[src/design/brl_pkg.sv]
`timescale 1ns / 1ps
// ----------------------------------------------------------------------------
// brl_pkg
// shared types and fixed widths of the line rasterizer
// ----------------------------------------------------------------------------
package brl_pkg;

    localparam int ADDR_BITS  = 22;
    localparam int PITCH_BITS = 12;
    localparam int COLOR_BITS = 8;

    localparam logic [PITCH_BITS-1:0] PITCH_RESET = 12'd640;

    typedef enum logic
    {
        OP_START = 1'b0,
        OP_STEP  = 1'b1
    } op_t;

endpackage

[src/design/brl_ifs.sv]
`timescale 1ns / 1ps
// ----------------------------------------------------------------------------
// brl channel interfaces
// command, pixel and pitch configuration channels with valid/ready
// ----------------------------------------------------------------------------

interface brl_cmd_if #(parameter int COORD_BITS = 11);
    logic                                valid;
    logic                                ready;
    logic                                op;
    logic [COORD_BITS-1:0]               x_start;
    logic [COORD_BITS-1:0]               y_start;
    logic [COORD_BITS-1:0]               x_end;
    logic [COORD_BITS-1:0]               y_end;
    logic [brl_pkg::COLOR_BITS-1:0]      color;

    modport source (output valid, op, x_start, y_start, x_end, y_end, color, input ready);
    modport sink   (input valid, op, x_start, y_start, x_end, y_end, color, output ready);
endinterface

interface brl_pix_if;
    logic                                valid;
    logic                                ready;
    logic                                pixel_valid;
    logic [brl_pkg::ADDR_BITS-1:0]       pixel_address;
    logic [brl_pkg::COLOR_BITS-1:0]      pixel_color;
    logic                                last_pixel;

    modport source (output valid, pixel_valid, pixel_address, pixel_color, last_pixel,
                    input ready);
    modport sink   (input valid, pixel_valid, pixel_address, pixel_color, last_pixel,
                    output ready);
endinterface

interface brl_cfg_if;
    logic                                valid;
    logic                                ready;
    logic [brl_pkg::PITCH_BITS-1:0]      line_pitch;

    modport source (output valid, line_pitch, input ready);
    modport sink   (input valid, line_pitch, output ready);
endinterface

[src/design/bresenham_line_rasterizer.sv]
`timescale 1ns / 1ps
// ----------------------------------------------------------------------------
// bresenham_line_rasterizer
// integer line stepper producing frame buffer byte addresses, one per command
// ----------------------------------------------------------------------------
// usage:
//   cmd   - command channel; a start command loads both end points and the
//           color and yields the first pixel, a step command yields the next
//   pixel - one result per command; pixel_valid low means a step arrived with
//           no line in progress, last_pixel marks the line's end point
//   cfg   - write of line_pitch (row stride in bytes), always ready; write it
//           only while no command is in flight
// timing:
//   a command transfer is held in the input register, then its result in the
//   result register; one command per cycle is sustained while pixel.ready
//   stays high, the only recurrence being the update of the line state
//   (error term, coordinates, incremental address)
//   a start command spends one 11x12 multiply on the first row address
// reset:
//   no line active, both registers empty, line_pitch back to 640
// backpressure:
//   while the result waits on pixel.ready the input register still takes one
//   more command; after that cmd.ready drops until the result is taken
// ----------------------------------------------------------------------------
module bresenham_line_rasterizer #(
    parameter int COORD_BITS = 11
) (
    input  logic         clk,
    input  logic         rst_n,
    brl_cmd_if.sink      cmd,
    brl_pix_if.source    pixel,
    brl_cfg_if.sink      cfg
);

    localparam int SPAN_BITS = COORD_BITS + 1;   // doubled span
    localparam int ERR_BITS  = COORD_BITS + 3;   // signed error term
    localparam int PROD_BITS = COORD_BITS + brl_pkg::PITCH_BITS;
    localparam int AW        = brl_pkg::ADDR_BITS;

    // configuration
    logic [brl_pkg::PITCH_BITS-1:0] pitch_reg;

    // input register
    logic                           in_vld_reg;
    logic                           in_op_reg;
    logic [COORD_BITS-1:0]          in_xs_reg;
    logic [COORD_BITS-1:0]          in_ys_reg;
    logic [COORD_BITS-1:0]          in_xe_reg;
    logic [COORD_BITS-1:0]          in_ye_reg;
    logic [brl_pkg::COLOR_BITS-1:0] in_color_reg;

    // line state
    logic                           active_reg,  active_next;
    logic [COORD_BITS-1:0]          cur_x_reg,   cur_x_next;
    logic [COORD_BITS-1:0]          cur_y_reg,   cur_y_next;
    logic [COORD_BITS-1:0]          end_x_reg,   end_x_next;
    logic [COORD_BITS-1:0]          end_y_reg,   end_y_next;
    logic [SPAN_BITS-1:0]           span_x_reg,  span_x_next;
    logic [SPAN_BITS-1:0]           span_y_reg,  span_y_next;
    logic                           x_down_reg,  x_down_next;
    logic                           y_down_reg,  y_down_next;
    logic                           y_major_reg, y_major_next;
    logic signed [ERR_BITS-1:0]     err_reg,     err_next;
    logic [brl_pkg::COLOR_BITS-1:0] color_reg,   color_next;
    logic [AW-1:0]                  addr_reg,    addr_next;

    // result register
    logic                           out_vld_reg;
    logic                           out_pv_reg,    out_pv_next;
    logic [AW-1:0]                  out_addr_reg,  out_addr_next;
    logic [brl_pkg::COLOR_BITS-1:0] out_color_reg, out_color_next;
    logic                           out_last_reg,  out_last_next;

    // datapath intermediates
    logic                           process;
    logic                           cmd_xfer;
    logic [COORD_BITS-1:0]          span_x_abs;
    logic [COORD_BITS-1:0]          span_y_abs;
    logic [PROD_BITS-1:0]           row_prod;
    logic                           err_ge;
    logic                           move_x;
    logic                           move_y;
    logic [AW-1:0]                  addr_dx;
    logic [AW-1:0]                  addr_dy;
    logic                           last;

    // the computing stage fires when it holds a command and the result slot frees
    assign process  = in_vld_reg && (!out_vld_reg || pixel.ready);
    assign cmd.ready = !in_vld_reg || process;
    assign cmd_xfer = cmd.valid && cmd.ready;
    assign cfg.ready = 1'b1;

    assign pixel.valid         = out_vld_reg;
    assign pixel.pixel_valid   = out_pv_reg;
    assign pixel.pixel_address = out_addr_reg;
    assign pixel.pixel_color   = out_color_reg;
    assign pixel.last_pixel    = out_last_reg;

    always_comb
    begin
        // hold by default
        active_next  = active_reg;
        cur_x_next   = cur_x_reg;
        cur_y_next   = cur_y_reg;
        end_x_next   = end_x_reg;
        end_y_next   = end_y_reg;
        span_x_next  = span_x_reg;
        span_y_next  = span_y_reg;
        x_down_next  = x_down_reg;
        y_down_next  = y_down_reg;
        y_major_next = y_major_reg;
        err_next     = err_reg;
        color_next   = color_reg;
        addr_next    = addr_reg;

        // start: spans, direction, major axis, initial error, first address
        span_x_abs = (in_xe_reg < in_xs_reg) ? (in_xs_reg - in_xe_reg)
                                             : (in_xe_reg - in_xs_reg);
        span_y_abs = (in_ye_reg < in_ys_reg) ? (in_ys_reg - in_ye_reg)
                                             : (in_ye_reg - in_ys_reg);
        row_prod   = PROD_BITS'(in_ys_reg) * PROD_BITS'(pitch_reg);

        // step: both axes may move, the minor one only when the error is non-negative
        err_ge  = !err_reg[ERR_BITS-1];
        move_x  = y_major_reg ? err_ge : 1'b1;
        move_y  = y_major_reg ? 1'b1   : err_ge;
        addr_dx = !move_x     ? '0
                : x_down_reg  ? {AW{1'b1}}
                :               AW'(1);
        addr_dy = !move_y     ? '0
                : y_down_reg  ? (AW'(0) - AW'(pitch_reg))
                :               AW'(pitch_reg);

        if (in_op_reg == brl_pkg::OP_START)
        begin
            cur_x_next   = in_xs_reg;
            cur_y_next   = in_ys_reg;
            end_x_next   = in_xe_reg;
            end_y_next   = in_ye_reg;
            x_down_next  = in_xe_reg < in_xs_reg;
            y_down_next  = in_ye_reg < in_ys_reg;
            span_x_next  = {span_x_abs, 1'b0};
            span_y_next  = {span_y_abs, 1'b0};
            y_major_next = span_x_abs <= span_y_abs;
            // halving a doubled span gives back the plain span
            if (y_major_next)
            begin
                err_next = $signed({2'b00, span_x_next}) - $signed({3'b000, span_y_abs});
            end
            else
            begin
                err_next = $signed({2'b00, span_y_next}) - $signed({3'b000, span_x_abs});
            end
            color_next   = in_color_reg;
            addr_next    = AW'(row_prod) + AW'(in_xs_reg);
            active_next  = 1'b1;
        end
        else if (active_reg)
        begin
            if (y_major_reg)
            begin
                err_next = err_reg
                         - (err_ge ? $signed({2'b00, span_y_reg}) : $signed(ERR_BITS'(0)))
                         + $signed({2'b00, span_x_reg});
            end
            else
            begin
                err_next = err_reg
                         - (err_ge ? $signed({2'b00, span_x_reg}) : $signed(ERR_BITS'(0)))
                         + $signed({2'b00, span_y_reg});
            end
            if (move_x)
            begin
                cur_x_next = x_down_reg ? (cur_x_reg - 1'b1) : (cur_x_reg + 1'b1);
            end
            if (move_y)
            begin
                cur_y_next = y_down_reg ? (cur_y_reg - 1'b1) : (cur_y_reg + 1'b1);
            end
            addr_next = addr_reg + addr_dx + addr_dy;
        end

        // the line ends when the major coordinate reaches its end value
        last = y_major_next ? (cur_y_next == end_y_next) : (cur_x_next == end_x_next);

        if ((in_op_reg == brl_pkg::OP_START) || active_reg)
        begin
            out_pv_next    = 1'b1;
            out_addr_next  = addr_next;
            out_color_next = color_next;
            out_last_next  = last;
            if (last)
            begin
                active_next = 1'b0;
            end
        end
        else
        begin
            // step with no line: empty result
            out_pv_next    = 1'b0;
            out_addr_next  = '0;
            out_color_next = '0;
            out_last_next  = 1'b0;
        end
    end

    // control state
    always_ff @(posedge clk or negedge rst_n)
    begin
        if (!rst_n)
        begin
            pitch_reg   <= brl_pkg::PITCH_RESET;
            in_vld_reg  <= 1'b0;
            out_vld_reg <= 1'b0;
            active_reg  <= 1'b0;
        end
        else
        begin
            if (cfg.valid && cfg.ready)
            begin
                pitch_reg <= cfg.line_pitch;
            end
            if (cmd_xfer)
            begin
                in_vld_reg <= 1'b1;
            end
            else if (process)
            begin
                in_vld_reg <= 1'b0;
            end
            if (process)
            begin
                out_vld_reg <= 1'b1;
                active_reg  <= active_next;
            end
            else if (pixel.ready)
            begin
                out_vld_reg <= 1'b0;
            end
        end
    end

    // payload and line registers
    always_ff @(posedge clk)
    begin
        if (cmd_xfer)
        begin
            in_op_reg    <= cmd.op;
            in_xs_reg    <= cmd.x_start;
            in_ys_reg    <= cmd.y_start;
            in_xe_reg    <= cmd.x_end;
            in_ye_reg    <= cmd.y_end;
            in_color_reg <= cmd.color;
        end
        if (process)
        begin
            cur_x_reg     <= cur_x_next;
            cur_y_reg     <= cur_y_next;
            end_x_reg     <= end_x_next;
            end_y_reg     <= end_y_next;
            span_x_reg    <= span_x_next;
            span_y_reg    <= span_y_next;
            x_down_reg    <= x_down_next;
            y_down_reg    <= y_down_next;
            y_major_reg   <= y_major_next;
            err_reg       <= err_next;
            color_reg     <= color_next;
            addr_reg      <= addr_next;
            out_pv_reg    <= out_pv_next;
            out_addr_reg  <= out_addr_next;
            out_color_reg <= out_color_next;
            out_last_reg  <= out_last_next;
        end
    end

endmodule

[src/flat_wrapper.sv]
// flat-port wrapper written by rule: the top's interface ports become plain ports
module bresenham_line_rasterizer_flat 
#(
    parameter int COORD_BITS = 11
)
  (clk, rst_n, cmd_valid, cmd_op, cmd_x_start, cmd_y_start, cmd_x_end, cmd_y_end, cmd_color, cmd_ready, pixel_valid, pixel_pixel_valid, pixel_pixel_address, pixel_pixel_color, pixel_last_pixel, pixel_ready, cfg_valid, cfg_line_pitch, cfg_ready);
  brl_cmd_if #(.COORD_BITS(COORD_BITS)) cmd_i ();
  brl_pix_if pixel_i ();
  brl_cfg_if cfg_i ();
  input  logic clk;
  input  logic rst_n;
  input wire logic [$bits(cmd_i.valid)-1:0] cmd_valid;
  input wire logic [$bits(cmd_i.op)-1:0] cmd_op;
  input wire logic [$bits(cmd_i.x_start)-1:0] cmd_x_start;
  input wire logic [$bits(cmd_i.y_start)-1:0] cmd_y_start;
  input wire logic [$bits(cmd_i.x_end)-1:0] cmd_x_end;
  input wire logic [$bits(cmd_i.y_end)-1:0] cmd_y_end;
  input wire logic [$bits(cmd_i.color)-1:0] cmd_color;
  output wire logic [$bits(cmd_i.ready)-1:0] cmd_ready;
  output wire logic [$bits(pixel_i.valid)-1:0] pixel_valid;
  output wire logic [$bits(pixel_i.pixel_valid)-1:0] pixel_pixel_valid;
  output wire logic [$bits(pixel_i.pixel_address)-1:0] pixel_pixel_address;
  output wire logic [$bits(pixel_i.pixel_color)-1:0] pixel_pixel_color;
  output wire logic [$bits(pixel_i.last_pixel)-1:0] pixel_last_pixel;
  input wire logic [$bits(pixel_i.ready)-1:0] pixel_ready;
  input wire logic [$bits(cfg_i.valid)-1:0] cfg_valid;
  input wire logic [$bits(cfg_i.line_pitch)-1:0] cfg_line_pitch;
  output wire logic [$bits(cfg_i.ready)-1:0] cfg_ready;
  assign cmd_i.valid = cmd_valid;
  assign cmd_i.op = cmd_op;
  assign cmd_i.x_start = cmd_x_start;
  assign cmd_i.y_start = cmd_y_start;
  assign cmd_i.x_end = cmd_x_end;
  assign cmd_i.y_end = cmd_y_end;
  assign cmd_i.color = cmd_color;
  assign cmd_ready = cmd_i.ready;
  assign pixel_valid = pixel_i.valid;
  assign pixel_pixel_valid = pixel_i.pixel_valid;
  assign pixel_pixel_address = pixel_i.pixel_address;
  assign pixel_pixel_color = pixel_i.pixel_color;
  assign pixel_last_pixel = pixel_i.last_pixel;
  assign pixel_i.ready = pixel_ready;
  assign cfg_i.valid = cfg_valid;
  assign cfg_i.line_pitch = cfg_line_pitch;
  assign cfg_ready = cfg_i.ready;
  bresenham_line_rasterizer #(.COORD_BITS(COORD_BITS)) u_core (.clk(clk), .rst_n(rst_n), .cmd(cmd_i), .pixel(pixel_i), .cfg(cfg_i));
endmodule
[config.mk]
export PLATFORM = sky130hd
export DESIGN_NAME = bresenham_line_rasterizer_flat
export DESIGN_NICKNAME = d
export VERILOG_FILES = /design/src/design/brl_pkg.sv /design/src/design/brl_ifs.sv /design/src/design/bresenham_line_rasterizer.sv /design/src/flat_wrapper.sv
export SDC_FILE = /design/constraint.sdc
export NUM_CORES = 1
export LEC_CHECK = 0
export BUFFER_PORTS_ARGS = -buffer_cell sky130_fd_sc_hd__clkbuf_2
export CORE_ASPECT_RATIO = 0.7
export CORE_MARGIN = 5
export CORE_UTILIZATION = 50
export CTS_CLUSTER_DIAMETER = 120
export CTS_CLUSTER_SIZE = 14
export DETAILED_ROUTE_END_ITERATION = 8
export HOLD_SLACK_MARGIN = 0.1
export PLACE_DENSITY_LB_ADDON = 0.3
export SYNTH_ARGS = -nofsm -noshare
export SYNTH_HDL_FRONTEND = slang
export SYNTH_SLANG_ARGS = --single-unit
[constraint.sdc]
create_clock -name clk -period 8.8 [get_ports clk]
set_input_delay 0 -clock clk [delete_from_list [all_inputs] [get_ports clk]]
set_output_delay 0 -clock clk [all_outputs]
set_load 0.03 [all_outputs]
=== Word level (Yosys, flattened, before mapping) ===
Cells that the tools add are included.

* $lt $le $gt $ge: 3
* Equality and inequality tests: 3
* $mul: 1
* Multiplexer cells: 37
* Bitwise logic cells: 1
* Reduce and logical (&&, ||, !) cells: 12
* $add $sub $neg: 18

{| class="wikitable"
|+ Operator list
! kind !! count
|-
| 11-bit two-way mux || 12
|-
| 22-bit two-way mux || 6
|-
| 14-bit two-way mux || 4
|-
| 22-bit adder || 2
|-
| 11-bit subtractor || 4
|-
| 14-bit by 13-bit adder with 14-bit output || 2
|-
| 14-bit subtractor || 2
|-
| 12-bit by 11-bit subtractor with 13-bit output || 2
|-
| 12-bit two-way mux || 2
|-
| 11-bit by 1-bit adder with 11-bit output (second input constant) || 2
|-
| 22-bit by 11-bit adder with 22-bit output || 1
|-
| 11-bit equality test || 2
|-
| 11-bit less-than comparator || 2
|-
| 11-bit by 12-bit multiplier with 22-bit output || 1
|-
| 11-bit by 1-bit subtractor with 11-bit output (second input constant) || 2
|-
| 1-bit by 12-bit subtractor with 13-bit output (first input constant) || 1
|-
| 1-bit two-way mux || 12
|-
| 11-bit less-or-equal comparator || 1
|-
| 8-bit two-way mux || 1
|-
| 2-bit AND reduction || 2
|-
| 2-bit nonzero test || 2
|-
| 1-bit logical NOT || 3
|-
| 1-bit logical OR || 3
|-
| 1-bit logical AND || 2
|-
| other kinds (2) || 2
|}

* Logic and storage cells: 101
* Output and inout bits: 35
* Flip-flop bits (word level): 213
* Input port bits: 70

=== Logic depth before layout (Yosys ltp) ===
* Depth in word-level cells: 9
* Mapped depth: 22
* Mapped depth without buffers: 21

=== Worst setup path before layout ===
No wires, ideal clock.

* Path type: reg-to-reg
* Start point: register u_core.pitch_reg[9] (netlist bit)
* End point: register u_core.addr_reg[20] (data pin)
* Path slack: 3.047 ns
* Library setup time: 0.274 ns
* Period minus slack after synthesis: 5.753 ns
* Buffers on the path: 1
* Cell stages (with the launch flop): 21
* Required time: 8.526 ns
* Arrival time: 5.478 ns
* Cells stage by stage: dfstp_2 -> clkbuf_1 -> nand2_1 -> fa_1 -> inv_1 -> fa_1 -> fa_1 -> fa_1 -> inv_1 -> fa_1 -> inv_1 -> ha_1 -> a21o_1 -> a21o_1 -> a21o_1 -> a2111oi_0 -> nor2_1 -> a221o_1 -> a31oi_1 -> mux2i_1 -> a31oi_1

* Cells in the longest elaborated chain, start to end: 6
* Elaborated cells between the ends (all ways): 8
* Classes of those cells: add/sub: 3; mul: 1; mux: 4

{| class="wikitable"
|+ RTL lines
! item !! line !! RTL
|-
| from (decl) || bresenham_line_rasterizer.sv:41 || <nowiki>logic [brl_pkg::PITCH_BITS-1:0] pitch_reg;</nowiki>
|-
| from (signal assigned) || bresenham_line_rasterizer.sv:212 || <nowiki>pitch_reg <= brl_pkg::PITCH_RESET;</nowiki>
|-
| from (signal assigned) || bresenham_line_rasterizer.sv:221 || <nowiki>pitch_reg <= cfg.line_pitch;</nowiki>
|-
| parallel branches: the longest is 5 deep, another holds 11-bit by 12-bit multiplier with 22-bit output || n/a ||
|-
| 22-bit two-way mux * || bresenham_line_rasterizer.sv:134 || <nowiki>if (in_op_reg == brl_pkg::OP_START)</nowiki>
|-
| net u_core.addr_next[20] || bresenham_line_rasterizer.sv:65 || <nowiki>logic [AW-1:0] addr_reg, addr_next;</nowiki>
|-
| to (signal assigned) || bresenham_line_rasterizer.sv:268 || <nowiki>addr_reg <= addr_next;</nowiki>
|-
| to (decl) || bresenham_line_rasterizer.sv:65 ||
|}

Mark *: on every way through the listed nets, which the timed path passes.
A chain may end at the register's enable or synchronous reset.

=== Worst setup path after layout ===
* Start point: register u_core.in_xe_reg[1]
* End point: register u_core.out_last_reg, in the netlist u_core.pixel.last_pixel (data pin)

* Cells in the longest elaborated chain, start to end: 5
* Elaborated cells between the ends (all ways): 9
* Classes of those cells: add/sub: 2; order compare: 2; eq/ne: 1; mux: 4

{| class="wikitable"
|+ RTL lines
! item !! line !! RTL
|-
| from (decl) || bresenham_line_rasterizer.sv:48 || <nowiki>logic [COORD_BITS-1:0] in_xe_reg;</nowiki>
|-
| from (signal assigned) || bresenham_line_rasterizer.sv:251 || <nowiki>in_xe_reg <= cmd.x_end;</nowiki>
|-
| 11-bit subtractor, or another cell as far along || bresenham_line_rasterizer.sv:118 || <nowiki>: (in_xe_reg - in_xs_reg);</nowiki>
|-
| 11-bit two-way mux * || bresenham_line_rasterizer.sv:117 || <nowiki>span_x_abs = (in_xe_reg < in_xs_reg) ? (in_xs_reg - in_xe_reg)</nowiki>
|-
| net u_core.span_x_abs[6] || bresenham_line_rasterizer.sv:77 || <nowiki>logic [COORD_BITS-1:0] span_x_abs;</nowiki>
|-
| 11-bit less-or-equal comparator * || bresenham_line_rasterizer.sv:144 || <nowiki>y_major_next = span_x_abs <= span_y_abs;</nowiki>
|-
| 1-bit two-way mux * || bresenham_line_rasterizer.sv:134 ||
|-
| net u_core.y_major_next || bresenham_line_rasterizer.sv:62 || <nowiki>logic y_major_reg, y_major_next;</nowiki>
|-
| 1-bit two-way mux * || bresenham_line_rasterizer.sv:184 || <nowiki>last = y_major_next ? (cur_y_next == end_y_next) : (cur_x_next == end_x_next);</nowiki>
|-
| to (signal assigned) || bresenham_line_rasterizer.sv:272 || <nowiki>out_last_reg <= out_last_next;</nowiki>
|-
| to (decl) || bresenham_line_rasterizer.sv:72 || <nowiki>logic out_last_reg, out_last_next;</nowiki>
|}

Mark *: on every way through the listed nets, which the timed path passes. The rest lies on a longest branch.

==> impl_metrics.ini <==
[outcome]
status = finished, final reports clean

[critical_path]
critPathArrivalTime_ps = 6860
cp_max_fo = 10
r2r_setup_slack_ps = 2310
path_depth = 19
path_cells = inv_1 -> ha_1 -> nor2b_1 -> o31ai_1 -> a2111oi_0 -> o31ai_1 -> nand2_1 -> mux2_1 -> a221o_1 -> xor2_1 -> ha_1 -> a2111oi_0 -> o21ai_1 -> a221o_1 -> a31oi_1 -> nand4_1 -> or4b_1 -> or3b_1 -> a21oi_2
r2r_start = u_core.in_xe_reg[1]
critPathLaunchType = flop
cp-end-kind = flop
max_stage_delay_ps = 540
r2r_cells = 19
cp_top_family = compound AO/OA/AOI/OAI gates
path_buf_inv = 1
cp_slowest_cell = or4b_1
timing.rr.end = u_core.pixel.last_pixel
crit_required_ps = 9170
crit_type = flop to flop

[place]
dp_slack_ps = 2470
port_buffers = 103
detailed_place_hpwl_um = 48900
routabilityCongestion = 0.995

[global_route]
antenna_found_initial = 0
grt_pass1_vias = 16700
grtUsageTotal = 0.268
gr-total-overflow = 0
grt_max_degree = 60
grt_pass1_wl_um = 98500

[synth]
syn_avg_cell_area_um2 = 9.52
syn_area_mm2 = 0.0211
ys_ff_latch = 212
synthArstFlopShare = 0.0708
synth_top_area_cell = edfxtp_1
yosys.area.top_type_share = 0.281
yosysUniqueCellTypes = 93
yosys-top-cells-area = edfxtp_1, fa_1, ha_1
syn_nets = 2631
ys.warnings.count = 0
synth_flop_cell = edfxtp_1
seq_area_frac_synth = 0.299
synth_enable_flop_cells = 197
syn_inst = 2214

[drt]
antenna_left = 0
route.detailed.drc = 0
wl_per_cell_um = 21.7
via_count = 17100
drt_iter0_drc = 2097
wirelength_um = 63300
drt_first_pass_iters = 5
drt-vias-per-instance = 5.86

[cts]
cts_sinks = 212
cts_buffers = 19
cts.root.buffer_cell = clkbuf_16
ctsHoldBuffers = 85
clkTransAtPathRegs_ps = 80
ctsLongestPathBuffers = 3
cts_resized = 0
post-cts-setup-buffers = 0
cts_tree = yes
htree_levels = 1
clkLatencyLatePin_ps = 530

[timing]
hold_viol_final = 0
rsz0062_at_grt = false
fin_worst_skew_ps = 25.0
tightest_slew_ps = 941
maxSlewViolCount = 0
setup_viol = 0
slew_headroom = 0.371
fin_hold_ws_ps = 188
post-route-period-util = 0.738
tns_ps = 0
fin_crit_ps = 6490
fin_ws_ps = 2310
max_freq_mhz = 154

[hold_path]
min_from = cmd_y_end[10]
min_delay_worst_endpoint = u_core.in_ye_reg[10]
hp-class = input pin to flop
whs_path_depth = 2

[floorplanning]
rows = 62
die_width_um = 255
die_h_um = 182
dieArea_mm2 = 0.0464
start_util = 0.510
fp.coreArea_mm2 = 0.0413
pin_count = 105

[finish]
final_common_cell = inv_1
diodes = 0
final_nets = 2778
final_cell_mix = inv_1, edfxtp_1, nand2_1, ha_1, fa_1
final_layout_size_suffix_gt1_frac = 0.0826
syn_to_final_growth_pct = 11.2

[power_and_ir_drop]
leakage_uw = 0.0108
ir_drop_mv = 0.392
clkPwrFrac = 0.086
p_sw_uw = 4750
powerDensity_mw_per_mm2 = 403
intPower_uw = 4710
seqPwrFrac = 0.176
combPwrFrac = 0.738
netSwitchingFraction = 0.502

[flow_run]
drv_cap = 0
==> cell type report <==
| type | instances | area [um2] |
|---|---|---|
| fill | 3637 | 17900 |
| multi-input combinational | 1572 | 13100 |
| sequential | 212 | 6290 |
| timing repair buffer | 203 | 1480 |
| inverter | 353 | 1330 |
| tap | 544 | 681 |
| clock buffer | 32 | 524 |
| clock inverter | 1 | 16.3 |
==> layer usage <==
layer	routed length [um]	GRT usage	part of all wire	vias up
met5	0	0	0	-
met4	1050	0.0406	0.016	0
met3	7900	0.0719	0.12	78
met2	25000	0.374	0.39	890
met1	29400	0.423	0.46	8310
li1	-	-	-	7806
==> worst reg2reg max path: cells and delay by family (launching register included) <==
| family | cells | cell delay [ps] |
|---|---|---|
| AND/OR/NAND/NOR | 5 | 1570 |
| adder cells (fa/ha/maj) | 2 | 640 |
| AO/OA/AOI/OAI | 9 | 2600 |
| multiplexers | 1 | 420 |
| flip-flops | 1 | 440 |
| XOR/XNOR | 1 | 500 |
| buffers and inverters | 1 | 180 |
==> power by group through the flow <==
stage          combinational [uW]  sequential [uW]  clock, uW
6_report                     6980             1660        812
2_1_floorplan                4820             1730          0
4_1_cts                      6800             1660        827
3_5_place_dp                 6710             1680          0
3_3_place_gp                 6550             1670          0
5_1_grt                      7700             1680        864
==> cell usage after synthesis (7+ instances only) <==
master and number:
a21oi_1 116, o21bai_1 22, nand4_1 7, nand3_1 27
dfrtp_1 13, a2111oi_0 7, nand2b_1 23, xor2_1 52
xnor2_1 90, a211o_1 9, edfxtp_1 197, o211ai_1 15
or3_1 15, o31ai_1 13, and3_1 14, mux2_2 27
o21a_1 19, a21o_1 47, fa_1 152, a31oi_1 19
and2_1 59, nor2_1 122, ha_1 195, nor4_1 9
a211oi_1 23, buf_1 8, mux2i_1 29, inv_1 349
buf_2 8, nand2_1 195, o21ai_1 19, nor3_1 29
o21ai_0 81, nor2b_1 26, clkbuf_1 54
==> logic make-up after synthesis <==
group / Yosys count / synth area share
and+or+nand+nor: 559 / 0.127
AOI/OAI and AO/OA: 466 / 0.147
buffers and inverters: 430 / 0.0794
adders and majority gates: 347 / 0.260
DFF: 212 / 0.299
xor gates and xnor gates: 142 / 0.0590
muxes: 57 / 0.0287
other: 1 / 0.000178
==> worst max-delay path by stage <==
stage	slack [ps]	start	endpoint
floorplan	3050	u_core.pitch_reg[9]	u_core.addr_reg[20]
global placement	2640	u_core.pitch_reg[0]	u_core.addr_reg[20]
detailed placement	2470	u_core.in_xe_reg[1]	u_core.pixel.last_pixel
CTS	2390	u_core.in_xe_reg[1]	u_core.pixel.last_pixel
global route	1950	u_core.in_xe_reg[1]	u_core.pixel.last_pixel
finish	2310	u_core.in_xe_reg[1]	u_core.pixel.last_pixel
==> per-stage QoR <==
stage,util,instance area [um2],power (uW),instances
finish,0.567,23400,9450,2917
global route,0.567,23400,10200,2917
CTS,0.567,23400,9280,2917
detailed placement,0.533,22100,8380,2799
global placement,0.533,22100,8220,2799
floorplan,-,21100,6550,2214
Note: power is estimated with default switching activity, not from simulation.
